$ cat src/rtl/pcmrc_pkg.sv
package pcmrc_pkg;

   // Position format: FRAC_BITS fraction bits, room for position plus step.
   localparam int FRAC_BITS = 16;
   localparam int STEP_W    = FRAC_BITS + 3;
   localparam int POS_W     = FRAC_BITS + 4;
   localparam logic [POS_W-1:0] POS_ONE = POS_W'(1) << FRAC_BITS;

   localparam int SAMPLE_W = 16;
   localparam int WORD_W   = 32;
   localparam int WIDTH_W  = 2;
   localparam int FILL_W   = 2;

   localparam int MAX_BURST = 4;
   localparam int BURST_W   = 3;

   localparam int CSR_ADDR_W = 4;
   localparam int CSR_DATA_W = 32;

   // Register indexes on paddr[3:2].
   typedef enum logic [1:0] {
      REG_STEP_FRAC = 2'd0,
      REG_IN_WIDTH  = 2'd1,
      REG_OUT_WIDTH = 2'd2,
      REG_NONE      = 2'd3
   } reg_index_type;

   // Width code for one-byte samples; any other code means two bytes.
   localparam logic [WIDTH_W-1:0] WIDTH_BYTE = 2'd1;
   localparam logic [WIDTH_W-1:0] WIDTH_HALF = 2'd2;

   localparam logic [STEP_W-1:0] STEP_RESET = STEP_W'(POS_ONE);

endpackage

$ cat src/rtl/pcm_rate_converter_packer.sv
// Sample-and-hold PCM rate converter with 32-bit word packer.
// Source samples enter on the req_ channel (valid/ready), one mono sample per
// transfer, 8-bit unsigned or 16-bit signed as set by in_width. Packed words
// leave on the rsp_ channel (valid/ready), earliest sample in the low bits,
// two 16-bit or four 8-bit samples per word as set by out_width. The last
// source sample flushes a zero-padded partial word flagged with last_word.
// step_frac, in_width and out_width sit on the APB port at 0x0, 0x4, 0x8;
// write them only while the block is idle. Writing out_width drops any
// partial word.
// Each sample passes through these steps before the next transfer: capture,
// a step for each output position (at most four) through the shared position
// adder, a step to settle the position, and a flush step on the last sample.
// A finished word waits in the output register; when rsp_ready is low and
// another word completes, the sequencer holds in place until the output
// register drains.
// Reset (synchronous, active high) restores the register defaults (unity
// step, 16-bit in and out), clears the position and the partial word, and
// empties the output register.
module pcm_rate_converter_packer
   import pcmrc_pkg::*;
(
   input  logic                  clock,
   input  logic                  reset,
   // source samples
   input  logic                  req_valid,
   output logic                  req_ready,
   input  logic [SAMPLE_W-1:0]   req_source_sample,
   input  logic                  req_last_sample,
   // packed words
   output logic                  rsp_valid,
   input  logic                  rsp_ready,
   output logic [WORD_W-1:0]     rsp_packed_word,
   output logic                  rsp_last_word,
   // configuration
   input  logic                  psel,
   input  logic                  penable,
   input  logic                  pwrite,
   input  logic [CSR_ADDR_W-1:0] paddr,
   input  logic [CSR_DATA_W-1:0] pwdata,
   output logic [CSR_DATA_W-1:0] prdata,
   output logic                  pready
);

   typedef enum logic [1:0] {
      ST_IDLE,
      ST_STEP,
      ST_FLUSH
   } state_type;

   state_type             state_ff, state_in;
   logic [STEP_W-1:0]     step_frac_ff, step_frac_in;
   logic [WIDTH_W-1:0]    in_width_ff, in_width_in;
   logic [WIDTH_W-1:0]    out_width_ff, out_width_in;
   logic [POS_W-1:0]      pos_ff, pos_in;
   logic [WORD_W-1:0]     buf_ff, buf_in;
   logic [FILL_W-1:0]     fill_ff, fill_in;
   logic [BURST_W-1:0]    burst_ff, burst_in;
   logic [SAMPLE_W-1:0]   sample_ff, sample_in;
   logic                  last_ff, last_in;
   logic                  emitted_ff, emitted_in;
   logic                  rsp_valid_ff, rsp_valid_in;
   logic [WORD_W-1:0]     rsp_word_ff, rsp_word_in;
   logic                  rsp_last_ff, rsp_last_in;

   reg_index_type         csr_index;
   logic                  csr_write;
   logic                  out_free;
   logic                  narrow;
   logic                  fill_full;
   logic [POS_W-1:0]      pos_sum;
   logic                  more;
   logic [4:0]            shift;
   logic [WORD_W-1:0]     slot_bits;
   logic [WORD_W-1:0]     new_buf;
   logic [SAMPLE_W-1:0]   widened;

   assign csr_index = reg_index_type'(paddr[3:2]);
   assign csr_write = psel && penable && pwrite;
   assign pready    = 1'b1;

   always_comb begin
      case (csr_index)
         REG_STEP_FRAC: prdata = CSR_DATA_W'(step_frac_ff);
         REG_IN_WIDTH:  prdata = CSR_DATA_W'(in_width_ff);
         REG_OUT_WIDTH: prdata = CSR_DATA_W'(out_width_ff);
         default:       prdata = '0;
      endcase
   end

   assign req_ready       = (state_ff == ST_IDLE);
   assign rsp_valid       = rsp_valid_ff;
   assign rsp_packed_word = rsp_word_ff;
   assign rsp_last_word   = rsp_last_ff;

   assign out_free  = !rsp_valid_ff || rsp_ready;
   assign narrow    = (out_width_ff == WIDTH_BYTE);
   assign fill_full = narrow ? (fill_ff == FILL_W'(3)) : (fill_ff == FILL_W'(1));

   // Shared position adder.
   assign pos_sum = pos_ff + POS_W'(step_frac_ff);
   assign more    = (pos_sum < POS_ONE) && (burst_ff != BURST_W'(MAX_BURST - 1));

   assign shift     = narrow ? {fill_ff, 3'b000} : {fill_ff[0], 4'b0000};
   assign slot_bits = narrow ? WORD_W'(sample_ff[15:8]) : WORD_W'(sample_ff);
   assign new_buf   = buf_ff | (slot_bits << shift);

   // Unsigned byte to signed 16-bit: flip the sign bit, move to the top.
   assign widened = (in_width_ff == WIDTH_BYTE) ?
                    {~req_source_sample[7], req_source_sample[6:0], 8'h00} :
                    req_source_sample;

   always_comb begin
      state_in     = state_ff;
      step_frac_in = step_frac_ff;
      in_width_in  = in_width_ff;
      out_width_in = out_width_ff;
      pos_in       = pos_ff;
      buf_in       = buf_ff;
      fill_in      = fill_ff;
      burst_in     = burst_ff;
      sample_in    = sample_ff;
      last_in      = last_ff;
      emitted_in   = emitted_ff;
      rsp_valid_in = rsp_valid_ff && !rsp_ready;
      rsp_word_in  = rsp_word_ff;
      rsp_last_in  = rsp_last_ff;

      case (state_ff)
         ST_IDLE: begin
            if (req_valid) begin
               sample_in  = widened;
               last_in    = req_last_sample;
               burst_in   = '0;
               emitted_in = 1'b0;
               state_in   = ST_STEP;
            end
         end
         ST_STEP: begin
            if (pos_ff < POS_ONE && burst_ff != BURST_W'(MAX_BURST)) begin
               // hold when a word completes and the output register is busy
               if (!fill_full || out_free) begin
                  if (fill_full) begin
                     rsp_valid_in = 1'b1;
                     rsp_word_in  = new_buf;
                     rsp_last_in  = last_ff && !more;
                     buf_in       = '0;
                     fill_in      = '0;
                     emitted_in   = 1'b1;
                  end else begin
                     buf_in  = new_buf;
                     fill_in = fill_ff + FILL_W'(1);
                  end
                  pos_in   = pos_sum;
                  burst_in = burst_ff + BURST_W'(1);
               end
            end else begin
               if (last_ff) begin
                  pos_in   = '0;
                  state_in = ST_FLUSH;
               end else begin
                  pos_in   = (pos_ff >= POS_ONE) ? pos_ff - POS_ONE : '0;
                  state_in = ST_IDLE;
               end
            end
         end
         ST_FLUSH: begin
            if (fill_ff != '0 || !emitted_ff) begin
               if (out_free) begin
                  rsp_valid_in = 1'b1;
                  rsp_word_in  = (fill_ff != '0) ? buf_ff : '0;
                  rsp_last_in  = 1'b1;
                  buf_in       = '0;
                  fill_in      = '0;
                  state_in     = ST_IDLE;
               end
            end else begin
               buf_in   = '0;
               fill_in  = '0;
               state_in = ST_IDLE;
            end
         end
         default: state_in = ST_IDLE;
      endcase

      if (csr_write) begin
         case (csr_index)
            REG_STEP_FRAC: step_frac_in = pwdata[STEP_W-1:0];
            REG_IN_WIDTH:  in_width_in  = pwdata[WIDTH_W-1:0];
            REG_OUT_WIDTH: begin
               out_width_in = pwdata[WIDTH_W-1:0];
               buf_in       = '0;
               fill_in      = '0;
            end
            default: ;
         endcase
      end
   end

   always_ff @(posedge clock) begin
      if (reset) begin
         state_ff     <= ST_IDLE;
         step_frac_ff <= STEP_RESET;
         in_width_ff  <= WIDTH_HALF;
         out_width_ff <= WIDTH_HALF;
         pos_ff       <= '0;
         buf_ff       <= '0;
         fill_ff      <= '0;
         burst_ff     <= '0;
         last_ff      <= 1'b0;
         emitted_ff   <= 1'b0;
         rsp_valid_ff <= 1'b0;
      end else begin
         state_ff     <= state_in;
         step_frac_ff <= step_frac_in;
         in_width_ff  <= in_width_in;
         out_width_ff <= out_width_in;
         pos_ff       <= pos_in;
         buf_ff       <= buf_in;
         fill_ff      <= fill_in;
         burst_ff     <= burst_in;
         last_ff      <= last_in;
         emitted_ff   <= emitted_in;
         rsp_valid_ff <= rsp_valid_in;
      end
      sample_ff   <= sample_in;
      rsp_word_ff <= rsp_word_in;
      rsp_last_ff <= rsp_last_in;
   end

endmodule

$ cat config.mk
export PLATFORM = sky130hd
export DESIGN_NAME = pcm_rate_converter_packer
export DESIGN_NICKNAME = d
export VERILOG_FILES = /design/src/rtl/pcmrc_pkg.sv /design/src/rtl/pcm_rate_converter_packer.sv
export SDC_FILE = /design/constraint.sdc
export NUM_CORES = 1
export LEC_CHECK = 0
export ABC_CLOCK_PERIOD_IN_PS = 6800
export BUFFER_PORTS_ARGS = -buffer_cell sky130_fd_sc_hd__buf_2
export CAP_MARGIN = 20
export CORE_UTILIZATION = 43
export CTS_BUF_LIST = sky130_fd_sc_hd__clkbuf_16
export CTS_CLUSTER_DIAMETER = 120
export DETAILED_ROUTE_END_ITERATION = 8
export REMOVE_ABC_BUFFERS = 1
export SETUP_SLACK_MARGIN = 0.15
export SLEW_MARGIN = 20
export SYNTH_ARGS = -nofsm -noshare
export SYNTH_HDL_FRONTEND = slang
export SYNTH_SLANG_ARGS = --single-unit
$ cat constraint.sdc
create_clock -name clock -period 6.8 [get_ports clock]
set_input_delay 1.02 -clock clock [delete_from_list [all_inputs] [get_ports clock]]
set_output_delay 1.02 -clock clock [all_outputs]
set_load 0.01 [all_outputs]
# ---- Word level (Yosys, flattened, before mapping)
# Cells that the tools add are included.
# Widths: inputs -> output; s select.
dict set report totals {
  reg_bits 134
  in_bits 60
  word_cells 131
  out_inout_bits 68
}
dict set report op_classes {
  eq_ne 19
  muxes 59
  n_addsub 4
  bitwise 2
  shift 1
  magnitude_cmp 3
  reduce_logical 28
}
# op n
set op_table {}
lappend op_table {{$mux 32} 13}
lappend op_table {{$pmux 32 s2} 2}
lappend op_table {{$mux 20} 4}
lappend op_table {{$pmux 19 s3} 1}
lappend op_table {{$lt 20x17->1 const B} 2}
lappend op_table {{$mux 16} 2}
lappend op_table {{$or 32x32->32} 1}
lappend op_table {{$shl 16x5->32} 1}
lappend op_table {{$mux 2} 12}
lappend op_table {{$add 20x19->20} 1}
lappend op_table {{$ge 20x17->1 const B} 1}
lappend op_table {{$sub 20x17->20 const B} 1}
lappend op_table {{$mux 1} 15}
lappend op_table {{$ne 2x2->1 const B} 7}
lappend op_table {{$eq 2x1->1 const B} 5}
lappend op_table {{$reduce_and 2->1} 5}
lappend op_table {{$mux 3} 3}
lappend op_table {{$eq 2x2->1 const B} 3}
lappend op_table {{$logic_and 1x1->1} 6}
lappend op_table {{$ne 3x3->1 const B} 2}
lappend op_table {{$pmux 1 s2} 3}
lappend op_table {{$pmux 2 s3} 1}
lappend op_table {{$pmux 3 s2} 1}
lappend op_table {{$reduce_and 6->1} 1}
lappend op_table {{other kinds (14)} 23}

# ---- Depth between registers and ports, before layout
# Gate-level depths: netlist of run 1.
dict set report logic_depth {
  word_depth 10
  depth_mapped 11
  mapped_depth_nobuf 10
}

# ---- Worst setup path before layout of run 1
# No wires, ideal clock.
dict set report synth_path {
  path_kind {input -> register}
  from {input rsp_ready}
  to {register rsp_last_ff, in the netlist rsp_last_word (enable)}
  n_path_buf 1
  path_stages 3
  t_required_ps 6294
  arrival_time_ps 4505
  setup_ps 506
  slack_ps 1789
  cell_sequence {nor2b_1 > buf_2 > nor4_1}
}
dict set report synth_via {
  elab_chain_cells 4
  elab_cells_between_ends 5
  cone_classes {2 x eq/ne; 3 x reduce/logical}
}
# element line_no
set synth_lines {}
lappend synth_lines {{from (decl)} pcm_rate_converter_packer.sv:31} ;# input logic rsp_ready,
lappend synth_lines {{$logic_or 1x1->1 (*)} pcm_rate_converter_packer.sv:95} ;# assign out_free = !rsp_valid_ff || rsp_ready;
lappend synth_lines {{$logic_or 1x1->1} pcm_rate_converter_packer.sv:141} ;# if (!fill_full || out_free) begin
lappend synth_lines {{$ne 2x2->1 (no source line)} --}
lappend synth_lines {{$reduce_and 6->1 (no source line) (*)} --}
lappend synth_lines {{to (signal assigned)} pcm_rate_converter_packer.sv:227} ;# rsp_last_ff <= rsp_last_in;
lappend synth_lines {{to (decl)} pcm_rate_converter_packer.sv:63} ;# logic rsp_last_ff, rsp_last_in;
# Mark *: on every way between the ends. The rest lies on a longest branch, timed or not.
# A chain may end at the register's enable or synchronous reset.

# ---- Final worst setup path of run 1
dict set report layout_path {
  from {input paddr[2]}
  to {output prdata[13]}
}
dict set report layout_via {
  elab_chain_cells 2
  elab_cells_between_ends 4
  cone_classes {2 x eq/ne; 1 x mux; 1 x reduce/logical}
}
# element line_no
set layout_lines {}
lappend layout_lines {{from (decl)} pcm_rate_converter_packer.sv:38} ;# input logic [CSR_ADDR_W-1:0] paddr,
lappend layout_lines {{$eq 2x2->1, or another cell as far along} pcm_rate_converter_packer.sv:82} ;# case (csr_index)
lappend layout_lines {{$pmux 19 s3 (*)} pcm_rate_converter_packer.sv:82}
lappend layout_lines {{to (decl)} pcm_rate_converter_packer.sv:40} ;# output logic [CSR_DATA_W-1:0] prdata,
# Marks and branches as above.

==> flow_summary.ini, run 1 <==
[floorplanning]
core_area_sq_mm = 0.0161
io_pins = 128
start_util_pct = 44.6
floorplan.die.width_um = 131
die_area_sq_mm = 0.0172
fp.dieH_um = 131
num_rows = 46

[timing]
post-route-period-util_pct = 48.7
rsz0062_at_grt = false
fin_crit_ns = 3.31
skew_ns = 0.00994
fmax_mhz = 302
tightest_slew_ns = 0.971
setup_violations = 0
slew_headroom_pct = 35.1
fin_setup_tns_ns = 0
hold_violations = 0
drv_slew = 0

[drt]
dr_total_vias = 6163
dr.first_iter.drc_count = 442
routedWlPerCell_um = 15.8
drc = 0
drt.antenna.violating_nets = 0
drt-total-wl_mm = 17.8
via_per_inst = 5.48
dr.pass1.iters = 5

[cells_and_area]
multiInputGateArea_sq_mm = 0.00360
fin_util_pct = 52.1
layout.nets = 985
final_cell_mix = nand2_1, buf_2, dfxtp_1
area_delta_synth_final_pct = 16.9
drive_gt1_share_pct = 16.8
antenna_cells = 0
register_area_sq_mm = 0.00317
fillers = 1564

[placement]
place_congestion = 0.892
port_buffers = 98
hpwl_mm = 12.2

[yosys]
synth_edf_count = 49
synth-simple-area-share_pct = 17.6
ys_seq_area_share_pct = 44.2
synthAdderAreaFrac_pct = 5.15
syn_avg_cell_area_sq_um = 8.77
synthesis.area_sq_mm = 0.00718
synthFlopType = dfxtp_1
synth_compound_area_share_pct = 22.4
synth_mux_area_share_pct = 2.07
async_flop_share_pct = 0
ys_ff_latch = 134
syn_inst = 819
yosys_warnings = 0
synth_top_family_by_area = compound AO/OA/AOI/OAI gates
synth_cell_types = 57
synthXorXnorAreaFrac_pct = 1.97

[critical_path]
critPathMaxStageDelay_ns = 0.74
crit_slowest_cell = nor2_1
cp-end-kind = output port
cp.arrival_ns = 2.29
crit_buf_inv = 2
required_ns = 5.78
cp_max_fo = 17
crit_family = simple AND/OR/NAND/NOR gates
ff2ff_setup_slack_ns = 3.73
crit_chain = buf_2 -> nor2_1 -> and2_1 -> buf_2
cpMostUsedCell = buf_2
cp-start-kind = primary input
criticalPathCategory = in -> out

[pwr]
peakVddDrop_uv = 186
p_per_area_mw_per_mm2 = 257
total_power_mw = 2.16
leakage_nw = 3.31

[clock_tree]
cts_tree = done
post-cts-setup-buffers = 0
numCtsBuffers = 17
numClockSinks = 134
cts_hold_buffers = 0
clk_latency_ns = 0.43
htreeDepth = 4
cts_resized = 0
clk_path_buf_depth = 2
root_buffer = clkbuf_16
path_clk_slew_ns = 0.06

[grt]
grt_max_degree = 46
grt_pass1_wl_mm = 29.1
grt_usage_pct = 21.3
grt_pass1_vias = 5522
overflow = 0
antenna_found_initial = 0

[flow_run]
max_cap_viol_count = 0

[outcome]
outcome = completed

[min_path]
min_path_type = reg -> reg
## cell usage after synthesis (6+ instances only)
cell type | n | share of area, %
a21oi_1 | 79 | 5.5
a22o_1 | 13 | 1.6
a22oi_1 | 47 | 4.9
a31oi_1 | 11 | 0.96
and2_1 | 31 | 2.7
and3_1 | 8 | 0.70
buf_2 | 7 | 0.49
buf_4 | 14 | 1.5
clkbuf_1 | 32 | 1.7
dfxtp_1 | 85 | 24
edfxtp_1 | 49 | 20
ha_1 | 28 | 4.9
inv_1 | 43 | 2.2
mux2_2 | 7 | 1.1
mux2i_1 | 7 | 0.98
nand2_1 | 98 | 5.1
nand2b_1 | 12 | 1.0
nand3_1 | 11 | 0.77
nor2_1 | 79 | 4.1
o211ai_1 | 8 | 0.84
o21a_1 | 6 | 0.63
o21ai_0 | 33 | 2.3
o22ai_1 | 27 | 2.4
xnor2_1 | 7 | 0.85
xor2_1 | 6 | 0.73
## flip-flops by register name, summed over array words and instances (netlist names), 2 cells and up
register / cells
step_frac_ff: 19
fill_ff: 2
state_ff: 2
rsp_packed_word: 32
buf_ff: 32
pos_ff: 20
out_width_ff: 2
burst_ff: 3
in_width_ff: 2
sample_ff: 16
## routing by layer
layer	vias up	share of wire (%)	global-route usage, %
met4	0	1.3	7.62
met3	16	5.1	3.86
met1	2897	50	30.7
met5	-	0	0
li1	3062	-	-
met2	188	43	31.8
## tightest hold or removal path, stage by stage, from the launching register on
cell	delay, ns
dfxtp_1	0.32
nand2_1	0.06
a21oi_1	0.05
## through the flow
stage,setup slack (ns),std cells,hold slack [ns],instance area (sq um)
5_1_grt,3.30,1125,0.491,8400
6_report,3.49,1125,0.474,8400
2_1_floorplan,1.46,773,0.443,6930
3_5_place_dp,3.43,1093,0.467,7750
3_3_place_gp,3.49,1093,0.468,7750
4_1_cts,3.42,1125,0.477,8400
## final cells by class
type	count	share of cell area (%)
clock inverter	15	2.67
tap	216	3.22
multi-input combinational	595	42.9
sequential	134	37.8
inverter	44	1.97
timing repair buffer	104	6.38
clock buffer	17	5.07
## cell families (layout without fill, tap and decap cells)
family,count (synthesis),count (layout)
AND/OR/NAND/NOR,273,273
AO/OA/AOI/OAI,251,251
flip-flops,134,134
buffers and inverters,102,180
adder cells (fa/ha/maj),29,29
XOR/XNOR,14,14
multiplexers,14,14
other,2,14
## report_power, final
| group | switching (mW) | total, mW | internal (mW) | leakage [nW] |
|---|---|---|---|---|
| sequential | 0.0234 | 0.896 | 0.873 | 1.15 |
| clock | 0.361 | 1.01 | 0.652 | 0.316 |
| combinational | 0.163 | 0.246 | 0.0839 | 1.84 |
## worst paths after layout
kind | cells after the start | start | endpoint
setup / recovery | 4 | paddr[2] | prdata[13]
hold / removal | 2 | step_frac_ff[7] | step_frac_ff[7]
hold reg to reg | 2 | step_frac_ff[7] | step_frac_ff[7]
setup reg to reg | 8 | fill_ff[0] | buf_ff[16]
No activity file was read; power rests on OpenSTA's default activity.
==> run 2, diff against run 1 <==
Settings changed: ABC_CLOCK_PERIOD_IN_PS 6800 to 3370.
Clock period 6.8 ns to 3.37 ns, I/O delays scaled along.
==> flow_summary.ini, run 2 (synthesis gave the netlist of run 1 again) <==
[drt]
drt.antenna.violating_nets = 0
drt-total-wl_mm = 17.6
via_per_inst = 5.39
dr.pass1.iters = 5
drc = 0
routedWlPerCell_um = 15.5
dr_total_vias = 6108
dr.first_iter.drc_count = 407

[outcome]
outcome = completed

[critical_path]
critPathMaxStageDelay_ns = 0.51
cp_max_fo = 17
cp-start-kind = flop
crit_family = simple AND/OR/NAND/NOR gates
crit_buf_inv = 1
crit_slowest_cell = nand2_1
crit_chain = inv_1 -> ha_1 -> nor3b_2 -> and2_1 -> a41oi_4 -> nand2_1 -> a311o_1
criticalPathCategory = reg -> reg
required_ns = 3.68
cp-end-kind = flop
cp.arrival_ns = 3.02

[placement]
hpwl_mm = 12.2
place_congestion = 0.910
port_buffers = 98
post-place-ws_ns = 0.710

[min_path]
min_path_type = in -> reg

[clock_tree]
cts_hold_buffers = 0
clk_path_buf_depth = 2
post-cts-setup-buffers = 0
numCtsBuffers = 17
clk_latency_ns = 0.43
path_clk_slew_ns = 0.06
numClockSinks = 134
cts_resized = 0
cts_tree = done
htreeDepth = 4
root_buffer = clkbuf_16

[cells_and_area]
drive_gt1_share_pct = 16.9
antenna_cells = 0
final_cell_mix = nand2_1, buf_2, dfxtp_1
area_delta_synth_final_pct = 16.0
fillers = 1562
layout.nets = 993

[grt]
antenna_found_initial = 0
overflow = 0
grt_max_degree = 38
grt_pass1_wl_mm = 28.7
grt_usage_pct = 20.9
grt_pass1_vias = 5624

[floorplanning]
die_area_sq_mm = 0.0172
floorplan.die.width_um = 131
start_util_pct = 44.6
fp.dieH_um = 131
core_area_sq_mm = 0.0161
num_rows = 46
io_pins = 128

[timing]
fin_setup_tns_ns = 0
setup_violations = 0
skew_ns = 0.0113
fmax_mhz = 370
fin_crit_ns = 2.70
slew_headroom_pct = 39.1
rsz0062_at_grt = false
tightest_slew_ns = 0.903
drv_slew = 0
setup_ws_ns = 0.668
hold_violations = 0
post-route-period-util_pct = 80.2

[pwr]
total_power_mw = 3.98
leakage_nw = 3.31
p_per_area_mw_per_mm2 = 478
peakVddDrop_uv = 381

[flow_run]
max_cap_viol_count = 0
## run 2: cell types whose count changed in the layout (fill, tap and decap cells not counted), sizes merged
cell,delta
buf,+8
clkinvlp,+1
inv,+2
clkinv,+1
bufinv,-4
## run 2: power by group
| group | switching (mW) | total (mW) | internal [mW] |
|---|---|---|---|
| clock network | 0.681 | 1.67 | 0.989 |
| logic | 0.332 | 0.507 | 0.175 |
| registers | 0.0445 | 1.81 | 1.76 |
## run 2: area by class of cell
class	instances	area, sq um	area share (%)
Inverter	44	165	1.98
Clock buffer	17	425	5.11
Multi-Input combinational cell	595	3600	43.2
Sequential cell	134	3170	38.1
Clock inverter	15	101	1.22
Timing Repair Buffer	112	596	7.15
Tap cell	216	270	3.24
## run 2: worst register-to-register path: cells and delay by family, from the launching register on
kind / cells / cell delay [ns]
DFF: 1 / 0.42
AOI/OAI and AO/OA: 2 / 0.89
buffers and inverters: 1 / 0.07
adders and majority gates: 1 / 0.22
and+or+nand+nor: 3 / 0.98
## run 2: worst paths after layout
kind                         from          endpoint  slack [ns]  depth (start not counted)
setup reg to reg       pos_ff[16]        pos_ff[15]        0.67                          7
hold / removal         pwdata[16]  step_frac_ff[16]        0.29                          3
hold reg to reg   step_frac_ff[4]   step_frac_ff[4]        0.48                          2
setup / recovery       pos_ff[16]        pos_ff[15]        0.67                          7
## run 2: routing by layer
layer	GRT usage, %	vias to the layer above	share of wire (%)
li1	-	3074	-
met1	30.2	2855	52
met2	30.6	158	42
met3	3.97	21	4.3
met4	8.01	0	1.7
met5	0	-	0
## run 2: through the flow
| step | utilization, % | hold WS, ns | area (sq um) | std cells |
|---|---|---|---|---|
| 2_1_floorplan | - | 0.443 | 6930 | 773 |
| 3_5_place_dp | 48.4 | 0.469 | 7800 | 1101 |
| 3_3_place_gp | 48.4 | 0.467 | 7800 | 1101 |
| 4_1_cts | 51.7 | 0.291 | 8330 | 1133 |
| 6_report | 51.7 | 0.294 | 8330 | 1133 |
| 5_1_grt | 51.7 | 0.313 | 8330 | 1133 |
==> run 3, diff against run 2 <==
Settings changed: ABC_CLOCK_PERIOD_IN_PS 3370 to 2200, PLACE_DENSITY set to 0.67.
Clock period 3.37 ns to 2.2 ns, I/O delays scaled along.
==> flow_summary.ini, run 3 (synthesis gave the netlist of run 1 again) <==
[clock_tree]
numClockSinks = 134
clk_path_buf_depth = 2
cts_tree = done
root_buffer = clkbuf_16
htreeDepth = 4
path_clk_slew_ns = 0.06
clk_latency_ns = 0.43
numCtsBuffers = 17

[floorplanning]
die_area_sq_mm = 0.0172
fp.dieH_um = 131
start_util_pct = 44.6
num_rows = 46
core_area_sq_mm = 0.0161
floorplan.die.width_um = 131
io_pins = 128

[timing]
fmax_mhz = 449
setup_ws_ns = -0.0264
skew_ns = 0.00745
slew_headroom_pct = 48.5
drv_slew = 0
fin_crit_ns = 2.23
rsz0062_at_grt = true
tightest_slew_ns = 0.773
fin_setup_tns_ns = -0.0264
setup_violations = 1
post-route-period-util_pct = 101
hold_violations = 0

[cells_and_area]
layout.nets = 1098
final_common_cell = buf_4
final_area_sq_mm = 0.00981
antenna_cells = 0
finalNonFillerCells = 1238
area_delta_synth_final_pct = 36.5
final_cell_mix = buf_4, buf_2, nand2_1
drive_gt1_share_pct = 35.3

[drt]
dr.first_iter.drc_count = 427
dr_total_vias = 6782
drc = 0
drt-total-wl_mm = 20.2
via_per_inst = 5.48
dr.pass1.iters = 5
drt.antenna.violating_nets = 0
routedWlPerCell_um = 16.3

[critical_path]
crit_slowest_cell = dfxtp_2
required_ns = 2.38
cp_max_fo = 3
cp.arrival_ns = 2.40
cp-start-kind = flop
cp-end-kind = flop
criticalPathCategory = reg -> reg
critPathMaxStageDelay_ns = 0.35
crit_chain = ha_4 -> inv_2 -> fa_2 -> nand2b_4 -> a21oi_4 -> o21ai_2 -> o211ai_1 -> xor2_1 -> a211oi_4 -> a31oi_1

[min_path]
min_path_type = in -> reg

[grt]
grt_pass1_wl_mm = 31.4
overflow = 0
grt_pass1_vias = 6198
grt_max_degree = 35
antenna_found_initial = 0
grt_usage_pct = 22.8

[placement]
detailed_place.area_sq_mm = 0.00849
place_congestion = 0.899
dp_cells = 1187
hpwl_mm = 13.4
port_buffers = 98

[pwr]
total_power_mw = 6.79
p_per_area_mw_per_mm2 = 693
peakVddDrop_uv = 617
leakage_nw = 3.92

[flow_run]
max_cap_viol_count = 0

[outcome]
violations = negative setup slack
outcome = finished with violations
==> run 3: report_power, final <==
group          internal, mW  total, mW  switching (mW)
Combinational         0.500       1.14           0.641
Sequential             2.70       2.77          0.0699
Clock                  1.70       2.89            1.19
==> run 3: worst max-delay path, delay by kind of cell, from the launching register on <==
family,cells,cell delay [ns]
buffers and inverters,1,0.03
flip-flops,1,0.35
XOR/XNOR,1,0.15
AND/OR/NAND/NOR,1,0.16
AO/OA/AOI/OAI,5,0.80
adder cells (fa/ha/maj),2,0.47
==> run 3: what timing repair did <==
item	in CTS	in global routing
pin swaps	14	53
setup endpoints to repair	63	82
hold buffers	0	0
gates resized for setup	47	80
cloned	0	3
setup buffers	5	11
==> run 3: final timing paths <==
kind | startpoint | to | slack [ns] | cells past startpoint
worst max-delay path | pos_ff[0] | rsp_last_word | -0.03 | 10
worst min-delay path | pwdata[16] | step_frac_ff[16] | 0.12 | 3
worst max register to register | pos_ff[0] | rsp_last_word | -0.03 | 10
worst min register to register | step_frac_ff[2] | step_frac_ff[2] | 0.49 | 2
==> run 3: cell type report <==
| type | instances | area (sq um) |
|---|---|---|
| clock buffer | 17 | 425 |
| clock inverter | 15 | 169 |
| fill | 1361 | 6310 |
| inverter | 44 | 165 |
| multi-input combinational | 596 | 4130 |
| sequential | 134 | 3190 |
| tap | 216 | 270 |
| timing repair buffer | 216 | 1470 |
==> run 3: stage by stage <==
step | setup slack, ns | hold WS (ns) | util (%)
floorplan | -3.14 | 0.399 | -
global placement | -0.219 | 0.466 | 52.7
detailed placement | -0.282 | 0.481 | 52.7
CTS | 0.0362 | 0.111 | 57.9
global route | -0.112 | 0.109 | 60.9
finish | -0.0264 | 0.117 | 60.9
==> run 3: metal layers <==
layer	part of all wire (%)	vias to the layer above	track usage, %
met3	5.2	46	4.71
met2	48	206	38.0
met1	44	3235	29.3
li1	-	3295	-
met5	0	-	0
met4	2.7	0	7.75
